==> config.mk <==
export PLATFORM = sky130hd
export DESIGN_NAME = four_band_ratio_error_core
export DESIGN_NICKNAME = d
export VERILOG_FILES = /design/src/rtl/core/fbre_pkg.sv /design/src/rtl/core/four_band_ratio_error_core.sv
export SDC_FILE = /design/constraint.sdc
export NUM_CORES = 2
export LEC_CHECK = 0
export BUFFER_PORTS_ARGS = -buffer_cell sky130_fd_sc_hd__buf_2
export CORE_MARGIN = 2
export CORE_UTILIZATION = 45
export DETAILED_ROUTE_END_ITERATION = 8
export GPL_TIMING_DRIVEN = 0
export SYNTH_ARGS = -nofsm -noshare
export SYNTH_HDL_FRONTEND = slang
export SYNTH_SLANG_ARGS = --single-unit
==> constraint.sdc <==
create_clock -name clk -period 11.5 [get_ports clk]
set_input_delay 0.575 -clock clk [delete_from_list [all_inputs] [get_ports clk]]
set_output_delay 0.575 -clock clk [all_outputs]
set_load 0.005 [all_outputs]
==> src/rtl/core/fbre_pkg.sv <==
// ----------------------------------------------------------------------------
// fbre_pkg
// shared widths and constants of the four band ratio/error core
// ----------------------------------------------------------------------------
`default_nettype none
package fbre_pkg;
  localparam int unsigned PixelW   = 20;
  localparam int unsigned PixelBits = 20;
  localparam int unsigned SumW     = 36;
  localparam int unsigned CountW   = 17;
  localparam int unsigned OutW     = 48;
  localparam int unsigned QtyW     = 4;
  localparam int unsigned MaxPoints = 65536;
  localparam logic [CountW-1:0] PointCap =
    (MaxPoints < 131071) ? CountW'(MaxPoints) : CountW'(131071);
  localparam logic [SumW-1:0] SumMax = {SumW{1'b1}};
  localparam logic [OutW-1:0] OutMax = {OutW{1'b1}};
  localparam logic [OutW-1:0] ErrFlag = OutW'(64'd100000 << 16);
  // quantity codes
  localparam logic [QtyW-1:0] QtyFull    = 4'd0;
  localparam logic [QtyW-1:0] QtyRatioAb = 4'd1;
  localparam logic [QtyW-1:0] QtyRatioBc = 4'd2;
  localparam logic [QtyW-1:0] QtyRatioCd = 4'd3;
  localparam logic [QtyW-1:0] QtyRatioDa = 4'd4;
  localparam logic [QtyW-1:0] QtyMeanA   = 4'd5;
  localparam logic [QtyW-1:0] QtyMeanD   = 4'd8;
endpackage
`default_nettype wire

==> src/rtl/core/four_band_ratio_error_core.sv <==
// ----------------------------------------------------------------------------
// four_band_ratio_error_core
// per-bin four band sums with a selected ratio or mean and its poisson error
// ----------------------------------------------------------------------------
// Points stream in one per cycle and are added into four saturating 36-bit
// sums while the core is accumulating. On the point marked tlast the core
// stops taking points and runs its arithmetic bit-serially: each reciprocal
// 2^56/S is a restoring division loaded in ST_SETR, one quotient bit a cycle
// (up to four of them), the value is one 65-bit restoring division, also
// loaded in ST_SETR, and the error is a square root, one result bit a cycle.
// All divisions share one divider. The result is held in an output register
// until taken; the next bin starts once the result has left.
// Empty band: any zero sum forces the error to 6250.0 and raises the flag.
`default_nettype none
module four_band_ratio_error_core (
  input  wire         clk,
  input  wire         rst,
  input  wire         s_axis_tvalid,
  output logic        s_axis_tready,
  // band_a_pixel[19:0], band_b_pixel[39:20], band_c_pixel[59:40],
  // band_d_pixel[79:60]
  input  wire  [79:0] s_axis_tdata,
  input  wire         s_axis_tlast,
  // quantity[3:0]
  input  wire  [3:0]  s_axis_tuser,
  output logic        m_axis_tvalid,
  input  wire         m_axis_tready,
  // bin_value[47:0], bin_error[95:48]
  output logic [95:0] m_axis_tdata,
  // empty_band[0], value_saturated[1]
  output logic [1:0]  m_axis_tuser
);
  typedef enum logic [5:0] {
    ST_ACC  = 6'b000001,  // taking points
    ST_SETR = 6'b000010,  // load next reciprocal division
    ST_RDIV = 6'b000100,  // reciprocal division bits
    ST_VDIV = 6'b001000,  // value division bits
    ST_SQRT = 6'b010000,  // square root bits
    ST_OUT  = 6'b100000   // result waits for transfer
  } state_t;

  localparam int unsigned DivW = 65;

  state_t state;
  logic [fbre_pkg::SumW-1:0]   sum [4];
  logic [fbre_pkg::CountW-1:0] count;
  logic [fbre_pkg::QtyW-1:0]   qty;
  logic [3:0]  use_mask;    // which reciprocals go into the error
  logic [1:0]  ridx;        // reciprocal being worked
  logic [59:0] rsum;        // sum of reciprocals (4 * 2^56 max)
  // shared restoring divider
  logic [DivW-1:0] dnum;    // dividend shifting out, quotient shifting in
  logic [DivW-1:0] drem;
  logic [DivW-1:0] dden;
  logic [6:0]      dcnt;
  // square root
  logic [43:0] sq_v;        // operand, two bits out per step
  logic [23:0] sq_r;
  logic [23:0] sq_rem;
  logic [4:0]  sq_cnt;
  logic        empty, vsat;
  logic [fbre_pkg::OutW-1:0] value, err;

  logic [1:0] vn_idx, vd_idx;
  logic       is_ratio, is_mean;
  logic [DivW:0]   dtrial;
  logic [DivW:0]   drem_sh;
  logic [25:0]     sq_sh, sq_trial;

  assign is_ratio = (qty >= fbre_pkg::QtyRatioAb) && (qty <= fbre_pkg::QtyRatioDa);
  assign is_mean  = (qty >= fbre_pkg::QtyMeanA) && (qty <= fbre_pkg::QtyMeanD);
  assign vn_idx   = is_ratio ? 2'(qty - fbre_pkg::QtyRatioAb)
                  : is_mean ? 2'(qty - fbre_pkg::QtyMeanA) : 2'd0;
  assign vd_idx   = vn_idx + 2'd1;

  assign drem_sh = {drem, dnum[DivW-1]};
  assign dtrial  = drem_sh - {1'b0, dden};
  assign sq_sh    = {sq_rem, sq_v[43:42]};
  assign sq_trial = sq_sh - {sq_r, 2'b01};

  assign s_axis_tready = (state == ST_ACC);
  assign m_axis_tvalid = (state == ST_OUT);
  assign m_axis_tdata  = {err, value};
  assign m_axis_tuser  = {vsat, empty};

  always_ff @(posedge clk) begin
    if (rst) begin
      state <= ST_ACC;
      for (int i = 0; i < 4; i++) sum[i] <= '0;
      count <= '0;
    end else begin
      unique case (state)
        ST_ACC: begin
          if (s_axis_tvalid) begin
            logic [fbre_pkg::SumW-1:0] acc [4];
            for (int i = 0; i < 4; i++) acc[i] = sum[i];
            if (count < fbre_pkg::PointCap) begin
              for (int i = 0; i < 4; i++) begin
                logic [fbre_pkg::SumW:0] t;
                t = {1'b0, sum[i]} + (fbre_pkg::SumW+1)'(
                    s_axis_tdata[i*fbre_pkg::PixelW +: fbre_pkg::PixelBits]);
                acc[i] = t[fbre_pkg::SumW] ? fbre_pkg::SumMax : t[fbre_pkg::SumW-1:0];
              end
              count <= count + 1'b1;
            end
            for (int i = 0; i < 4; i++) sum[i] <= acc[i];
            if (s_axis_tlast) begin
              qty   <= s_axis_tuser;
              empty <= (acc[0] == '0) || (acc[1] == '0) || (acc[2] == '0) ||
                       (acc[3] == '0);
              rsum  <= '0;
              ridx  <= '0;
              if ((s_axis_tuser >= fbre_pkg::QtyRatioAb) &&
                  (s_axis_tuser <= fbre_pkg::QtyRatioDa)) begin
                use_mask <= 4'b0011 << 2'(s_axis_tuser - fbre_pkg::QtyRatioAb) |
                            4'b0011 >> 2'(4 - 2'(s_axis_tuser - fbre_pkg::QtyRatioAb));
              end else if ((s_axis_tuser >= fbre_pkg::QtyMeanA) &&
                           (s_axis_tuser <= fbre_pkg::QtyMeanD)) begin
                use_mask <= 4'b0001 << 2'(s_axis_tuser - fbre_pkg::QtyMeanA);
              end else begin
                use_mask <= 4'b1111;
              end
              state <= ST_SETR;
            end
          end
        end
        ST_SETR: begin
          drem <= '0;
          dcnt <= 7'(DivW - 1);
          if (use_mask[ridx] && sum[ridx] != '0) begin
            dnum  <= DivW'(1) << 56;
            dden  <= DivW'(sum[ridx]);
            state <= ST_RDIV;
          end else if (ridx == 2'd3) begin
            // value division next
            if (is_mean) begin
              dnum <= DivW'({sum[vn_idx], 8'd0});
              dden <= DivW'(count);
            end else begin
              dnum <= DivW'({sum[vn_idx], 16'd0});
              dden <= DivW'(sum[vd_idx]);
            end
            state <= ST_VDIV;
          end else begin
            ridx <= ridx + 2'd1;
          end
        end
        ST_RDIV, ST_VDIV: begin
          if (!dtrial[DivW]) begin
            drem <= dtrial[DivW-1:0];
            dnum <= {dnum[DivW-2:0], 1'b1};
          end else begin
            drem <= drem_sh[DivW-1:0];
            dnum <= {dnum[DivW-2:0], 1'b0};
          end
          dcnt <= dcnt - 7'd1;
          if (dcnt == '0) begin
            if (state == ST_RDIV) begin
              rsum <= rsum + 60'({dnum[DivW-2:0], !dtrial[DivW]});
              if (ridx == 2'd3) begin
                ridx <= ridx;
                use_mask <= '0;
              end else begin
                ridx <= ridx + 2'd1;
              end
              state <= ST_SETR;
            end else begin
              logic [DivW-1:0] q;
              q = {dnum[DivW-2:0], !dtrial[DivW]};
              if (dden == '0 || q[DivW-1:fbre_pkg::OutW] != '0) begin
                value <= fbre_pkg::OutMax;
                vsat  <= 1'b1;
              end else begin
                value <= q[fbre_pkg::OutW-1:0];
                vsat  <= 1'b0;
              end
              sq_v   <= rsum[59:16];
              sq_r   <= '0;
              sq_rem <= '0;
              sq_cnt <= 5'd21;
              state  <= ST_SQRT;
            end
          end
        end
        ST_SQRT: begin
          if (!sq_trial[25]) begin
            sq_rem <= sq_trial[23:0];
            sq_r   <= {sq_r[22:0], 1'b1};
          end else begin
            sq_rem <= sq_sh[23:0];
            sq_r   <= {sq_r[22:0], 1'b0};
          end
          sq_v   <= {sq_v[41:0], 2'b00};
          sq_cnt <= sq_cnt - 5'd1;
          if (sq_cnt == '0) begin
            err   <= empty ? fbre_pkg::ErrFlag
                   : fbre_pkg::OutW'({sq_r[22:0], !sq_trial[25]});
            state <= ST_OUT;
          end
        end
        ST_OUT: begin
          if (m_axis_tready) begin
            for (int i = 0; i < 4; i++) sum[i] <= '0;
            count <= '0;
            state <= ST_ACC;
          end
        end
        default: state <= ST_ACC;
      endcase
    end
  end
endmodule
`default_nettype wire

Word level (Yosys, flattened, before mapping):

Memory sizes are Yosys's and may differ from the RTL's. A register that Yosys moved wholly into a read port is not among the register bits.
Cells that the tools add are included.

* add/sub/neg operators: 17
* magnitude comparators: 10
* eq/ne operators: 18
* shift-type cells: 3
* muxes and demuxes: 89
* bitwise logic cells: 11
* reductions and logical operators: 39

Operators with widths (number)
* 144-bit 2-to-1 mux: 4
* 36-bit 2-to-1 mux: 14
* 65-bit 2-to-1 mux: 4
* 65-bit one-hot mux with 2 select lines: 2
* 60-bit 2-to-1 mux: 4
* 36-bit by 20-bit adder with 37-bit output: 4
* 36-bit zero test: 4
* 60-bit one-hot mux with 2 select lines: 1
* 24-bit one-hot mux with 2 select lines: 2
* 44-bit 2-to-1 mux: 2
* 44-bit one-hot mux with 2 select lines: 1
* 24-bit 2-to-1 mux: 3
* 66-bit by 65-bit subtractor with 66-bit output: 1
* 65-bit zero test: 1
* 60-bit adder: 1
* 52-bit 2-to-1 mux: 1
* 17-bit 2-to-1 mux: 3
* 6-bit 2-to-1 mux: 7
* 36-bit nonzero test: 1
* 17-bit one-hot mux with 2 select lines: 1
* 33-bit 2-to-1 mux: 1
* 6-bit one-hot mux with 5 select lines: 1
* 4-bit 2-to-1 mux: 7
* 26-bit subtractor: 1
* 50 further kinds: 116

* bits in registers: 490
* RAM bits: 144
* bits of input ports: 89
* output and inout bits: 100
* word-level logic and storage cells: 208
* memories: 1

Memory list
* sum: words 4, bits a word 36, read ports 7, clocked after Yosys merged registers in 1, wr ports 4, RTL line four_band_ratio_error_core.sv:45 `logic [fbre_pkg::SumW-1:0] sum [4];`

Depth between registers and ports, before layout:

An unclocked memory read counts as a cell.

* depth after elaboration: 11
* mapped depth: 27
* depth with buffers taken out: 26

Worst setup path after synthesis:

Ideal clock, no wire load.

* path type: register -> register
* start: reg state[0]
* end: reg sq_cnt[0] (enable)
* data arrival time: 8.298 ns
* required time: 10.804 ns
* path slack: 2.506 ns
* stages on the path, launching flop included: 4
* buffers on the path: 0
* cells stage by stage: dfxtp_1 > nor4_1 > nand3_1 > a211oi_1

* cells in the longest elaborated chain, start to end: 4

Ends and longest elaborated chain
* start: declaration: RTL line four_band_ratio_error_core.sv:44 `state_t state;`
* start signal: assignment: RTL line four_band_ratio_error_core.sv:88 `state <= ST_ACC;`
* start signal: assignment: RTL line four_band_ratio_error_core.sv:123 `state <= ST_SETR;`
* start signal: assignment: RTL line four_band_ratio_error_core.sv:133 `state <= ST_RDIV;`
* 6-bit by 3-bit == test with 1-bit output / 6-bit by 4-bit == test with 1-bit output (equally long branches): RTL line four_band_ratio_error_core.sv:92, four_band_ratio_error_core.sv:158
* 2-bit OR reduction: RTL line four_band_ratio_error_core.sv:92 `unique case (state)`
* 2-bit inequality test (no line) / 2-bit nonzero test (equally long branches)
* 4-bit AND reduction (no line) (*)
* end signal: assignment: RTL line four_band_ratio_error_core.sv:194 `sq_cnt <= sq_cnt - 5'd1;`
* end: declaration: RTL line four_band_ratio_error_core.sv:60 `logic [4:0] sq_cnt;`

Mark *: on every way between the ends. The rest lies on a longest branch, timed or not.
A chain may end at the register's enable or synchronous reset.

Worst setup path in the final report:

* start: reg dden[1]
* end: reg rsum[56], data pin

* cells in the longest elaborated chain, start to end: 6

Ends and longest elaborated chain
* start: declaration: RTL line four_band_ratio_error_core.sv:54 `logic [DivW-1:0] dden;`
* start signal: assignment: RTL line four_band_ratio_error_core.sv:132 `dden <= DivW'(sum[ridx]);`
* start signal: assignment: RTL line four_band_ratio_error_core.sv:138 `dden <= DivW'(count);`
* start signal: assignment: RTL line four_band_ratio_error_core.sv:141 `dden <= DivW'(sum[vd_idx]);`
* 66-bit by 65-bit subtractor with 66-bit output: RTL line four_band_ratio_error_core.sv:77 `assign dtrial = drem_sh - {1'b0, dden};`
* 1-bit zero test: RTL line four_band_ratio_error_core.sv:159 `rsum <= rsum + 60'({dnum[DivW-2:0], !dtrial[DivW]});`
* 60-bit adder: RTL line four_band_ratio_error_core.sv:159
* 60-bit 2-to-1 mux: RTL line four_band_ratio_error_core.sv:158 `if (state == ST_RDIV) begin`
* 60-bit 2-to-1 mux: RTL line four_band_ratio_error_core.sv:157 `if (dcnt == '0) begin`
* 60-bit one-hot mux with 2 select lines: RTL line four_band_ratio_error_core.sv:92
* end signal: assignment: RTL line four_band_ratio_error_core.sv:159
* end: declaration: RTL line four_band_ratio_error_core.sv:50 `logic [59:0] rsum;`

No other way between the ends. The select of a mux whose other input is x is not followed.

==> metrics <==
status finished, final reports clean; FP Rows roughly 110; final WL 145,000 microns; grt ovf 0; drt pass-1 iters 6; worst hold path class input pin to flop; crit path max fanout 10; WHS 273 ps; Yosys warning count 0; clk buf depth 3; number of global-route vias before repair 34,200; Clock Pin Slew Worst Setup and Hold Paths 60 ps; max_slew headroom 8.35%; initial DRC count 3,457; Fin. Hold Viols 0; worst path required time roughly 12,000 ps; Resized Gates After CTS 0; Tmin final 8890 ps; fin. max-slew vios 0; Worst setup EP type flop; clock sink count 584; CTS Buf Count 69; Seq/Total Area, Yosys 41.3%; FFs w/ async S/R, synth 0%; area of placed instances 42,800 sq um; area share of the largest cell type after synthesis 36.5%; Crit Path Class flop to flop; Seq cells post-synth 584; Post-DP HPWL 113,000 microns; type of origin of the critical path flop; number of library cell types mapped by synthesis 87; # diodes 0; Lkg Pwr 17.1 nW; Post-CTS Setup Inserts 0; final setup vio count 0; Synth Area per Inst 9.08 sq um; power density over the cells 201 nW/um^2; Initial Util 45.4%; Slew @ Worst Pin about 1400 ps; Synth Cell Area 40,100 sq um; MaxCap Viol Count 0; area delta synth->final 12.5%; Synth area leaders edfxtp_1, ha_1, nand2_1; chip width 302 microns; RSZ-0062 raised after global routing false; layout cell share with drive strength beyond 1 9.21%; final worst path period share 77.3%; routability cong. roughly 1.0; multi-input logic area 22,000 sq um; Peak Freq 0.113 GHz; gr usage total 31.2%; worst skew pair latency 630 ps; largest net degree at the start of global routing 66; Port Buffers approximately 170; number of remaining DRC errors 0; Clock Skew 24.6 ps; H-tree depth 3; total number of vias 36,000; die area around 90,000 sq um; CTS tree done; VDD IR max about 0.00012 V; Die Ht slightly above 300 microns; CTS Hold Bufs 0; register area 16,600 sq um; Routed wire per std cell 24.6 microns; Post-synth EDFFs slightly below 500; final instance area 45,100 sq um; Fillers 8,451; Root Buffer Master clkbuf_16; Core Area 88,400 sq um; post-synth top area cell edfxtp_1; Top FF cell, synth edfxtp_1; Gate Count Post-Synth about 4,400; first-pass GRT wire length 215,000 microns; I/O pin cnt roughly 190; initial antenna violation count 4; final net count 4,998; vias per cell between 6 and 7; crit path DAT 9260 ps; Post-DRT Antenna Nets 0
==> routing by layer <==
| layer | GRT usage [%] | vias to the layer above | share of wire, % |
|---|---|---|---|
| met4 | 17.7 | 4 | 5.9 |
| met2 | 50.8 | 1406 | 46 |
| met5 | 0 | - | 0.021 |
| li1 | - | 16900 | - |
| met1 | 40.2 | 17400 | 41 |
| met3 | 3.98 | 332 | 6.2 |
==> cell usage in the layout, fill, tap and decap left out, drive strengths merged, types with 21 or more instances in the layout <==
cell type / count
o211ai: 23
dfxtp: 97
a211oi: 49
buf: 244
nor2: 443
o31ai: 49
clkinv: 31
xnor2: 119
nor3: 91
a21oi: 340
a222oi: 21
ha: 211
o21ai: 239
o21a: 35
nand4: 45
nor2b: 31
edfxtp: 487
and2: 37
mux4: 37
mux2i: 35
nand3: 98
nand2: 612
clkbuf: 294
o21bai: 34
a221oi: 28
mux2: 23
nor4: 57
o22ai: 29
o41ai: 26
xor2: 114
nand2b: 103
a31oi: 35
and3: 87
inv: 132
or3: 28
a22oi: 24
a21o: 93
==> cell usage after synthesis (87+ instances only) <==
master and n:
o21ai_0 239, nor3_1 91, ha_1 211, edfxtp_1 487, nor2_1 443, nand2_1 612
xnor2_1 119, xor2_1 114, clkbuf_1 211, dfxtp_1 97, nand2b_1 103, inv_1 130
a21o_1 93, nand3_1 98, a21oi_1 340, and3_1 87
==> flip-flops by register name (all words and copies together) (netlist names), named ones only <==
| register | cells |
|---|---|
| rsum | 60 |
| drem | 65 |
| state | 6 |
| use_mask | 4 |
| sq_cnt | 5 |
| vsat | 1 |
| count | 17 |
| sq_v | 44 |
| ridx | 2 |
| dnum | 65 |
| err | 25 |
| sq_rem | 24 |
| value | 48 |
| dden | 36 |
| sq_r | 24 |
| qty | 4 |
| sum | 144 |
| dcnt | 7 |
| empty | 1 |
==> worst max-delay path, stage by stage, from the launching register on <==
cell,delay (ps)
edfxtp_1,440
inv_1,80
ha_1,210
nor2b_1,140
o31ai_1,380
a21oi_1,250
a211oi_1,680
o31ai_1,280
a21oi_1,370
o21ai_0,250
nor4_1,470
or2_4,260
clkinv_4,100
clkbuf_1,310
ha_1,350
fa_1,430
a211oi_1,300
o21bai_1,120
a21oi_1,280
o21ai_0,240
o21ai_0,440
o21ai_0,550
a211oi_1,380
nor2_1,170
a221oi_1,700
o21ai_0,220
xnor2_1,180
nor2_1,50
==> power by group <==
group	leakage [nW]	total (W)	switching, W	internal, W
clock	1.12	0.00224	0.000929	0.00131
sequential	5.40	0.00319	0.000525	0.00266
combinational	10.6	0.00363	0.00229	0.00134
==> cell type report <==
type,count,area share (%)
Timing Repair Buffer,187,2.53
Clock buffer,83,4.11
Tap cell,1165,3.23
Buffer,268,2.46
Inverter,131,1.10
Clock inverter,41,0.919
Sequential cell,584,36.7
Multi-Input combinational cell,3451,48.9
==> final timing paths <==
| check | cells after the start | startpoint | to | slack (ps) |
|---|---|---|---|---|
| min reg2reg | 2 | sq_v[25] | sq_v[27] | 500 |
| min | 1 | s_axis_tuser[1] | qty[1] | 270 |
| max reg2reg | 27 | dden[1] | rsum[56] | 2610 |
| max | 27 | dden[1] | rsum[56] | 2610 |
==> stage by stage <==
step / cells / utilization, % / power [W] / setup WS (ps) / TNS [ps]
floorplan: 4434 / - / 0.00543 / 2510 / 0
global placement: 5766 / 48.0 / 0.00671 / -1570 / -151600
detailed placement: 5785 / 48.4 / 0.00673 / 2730 / 0
CTS: 5909 / 51.0 / 0.00897 / 2710 / 0
global route: 5910 / 51.0 / 0.00946 / 1900 / 0
finish: 5910 / 51.0 / 0.00906 / 2610 / 0
==> cell families (layout without fill, tap and decap cells) <==
group / after synthesis / after routing / share of synthesized area, %
other cells: 1 / 20 / 0.00936
flops: 584 / 584 / 41.3
buf+inv: 399 / 710 / 4.01
xor+xnor: 233 / 233 / 5.09
mux: 95 / 95 / 3.60
simple gates: 1718 / 1718 / 20.1
compound gates: 1168 / 1168 / 18.9
fa+ha+maj: 217 / 217 / 6.89
No activity file was read; power rests on OpenSTA's default activity.
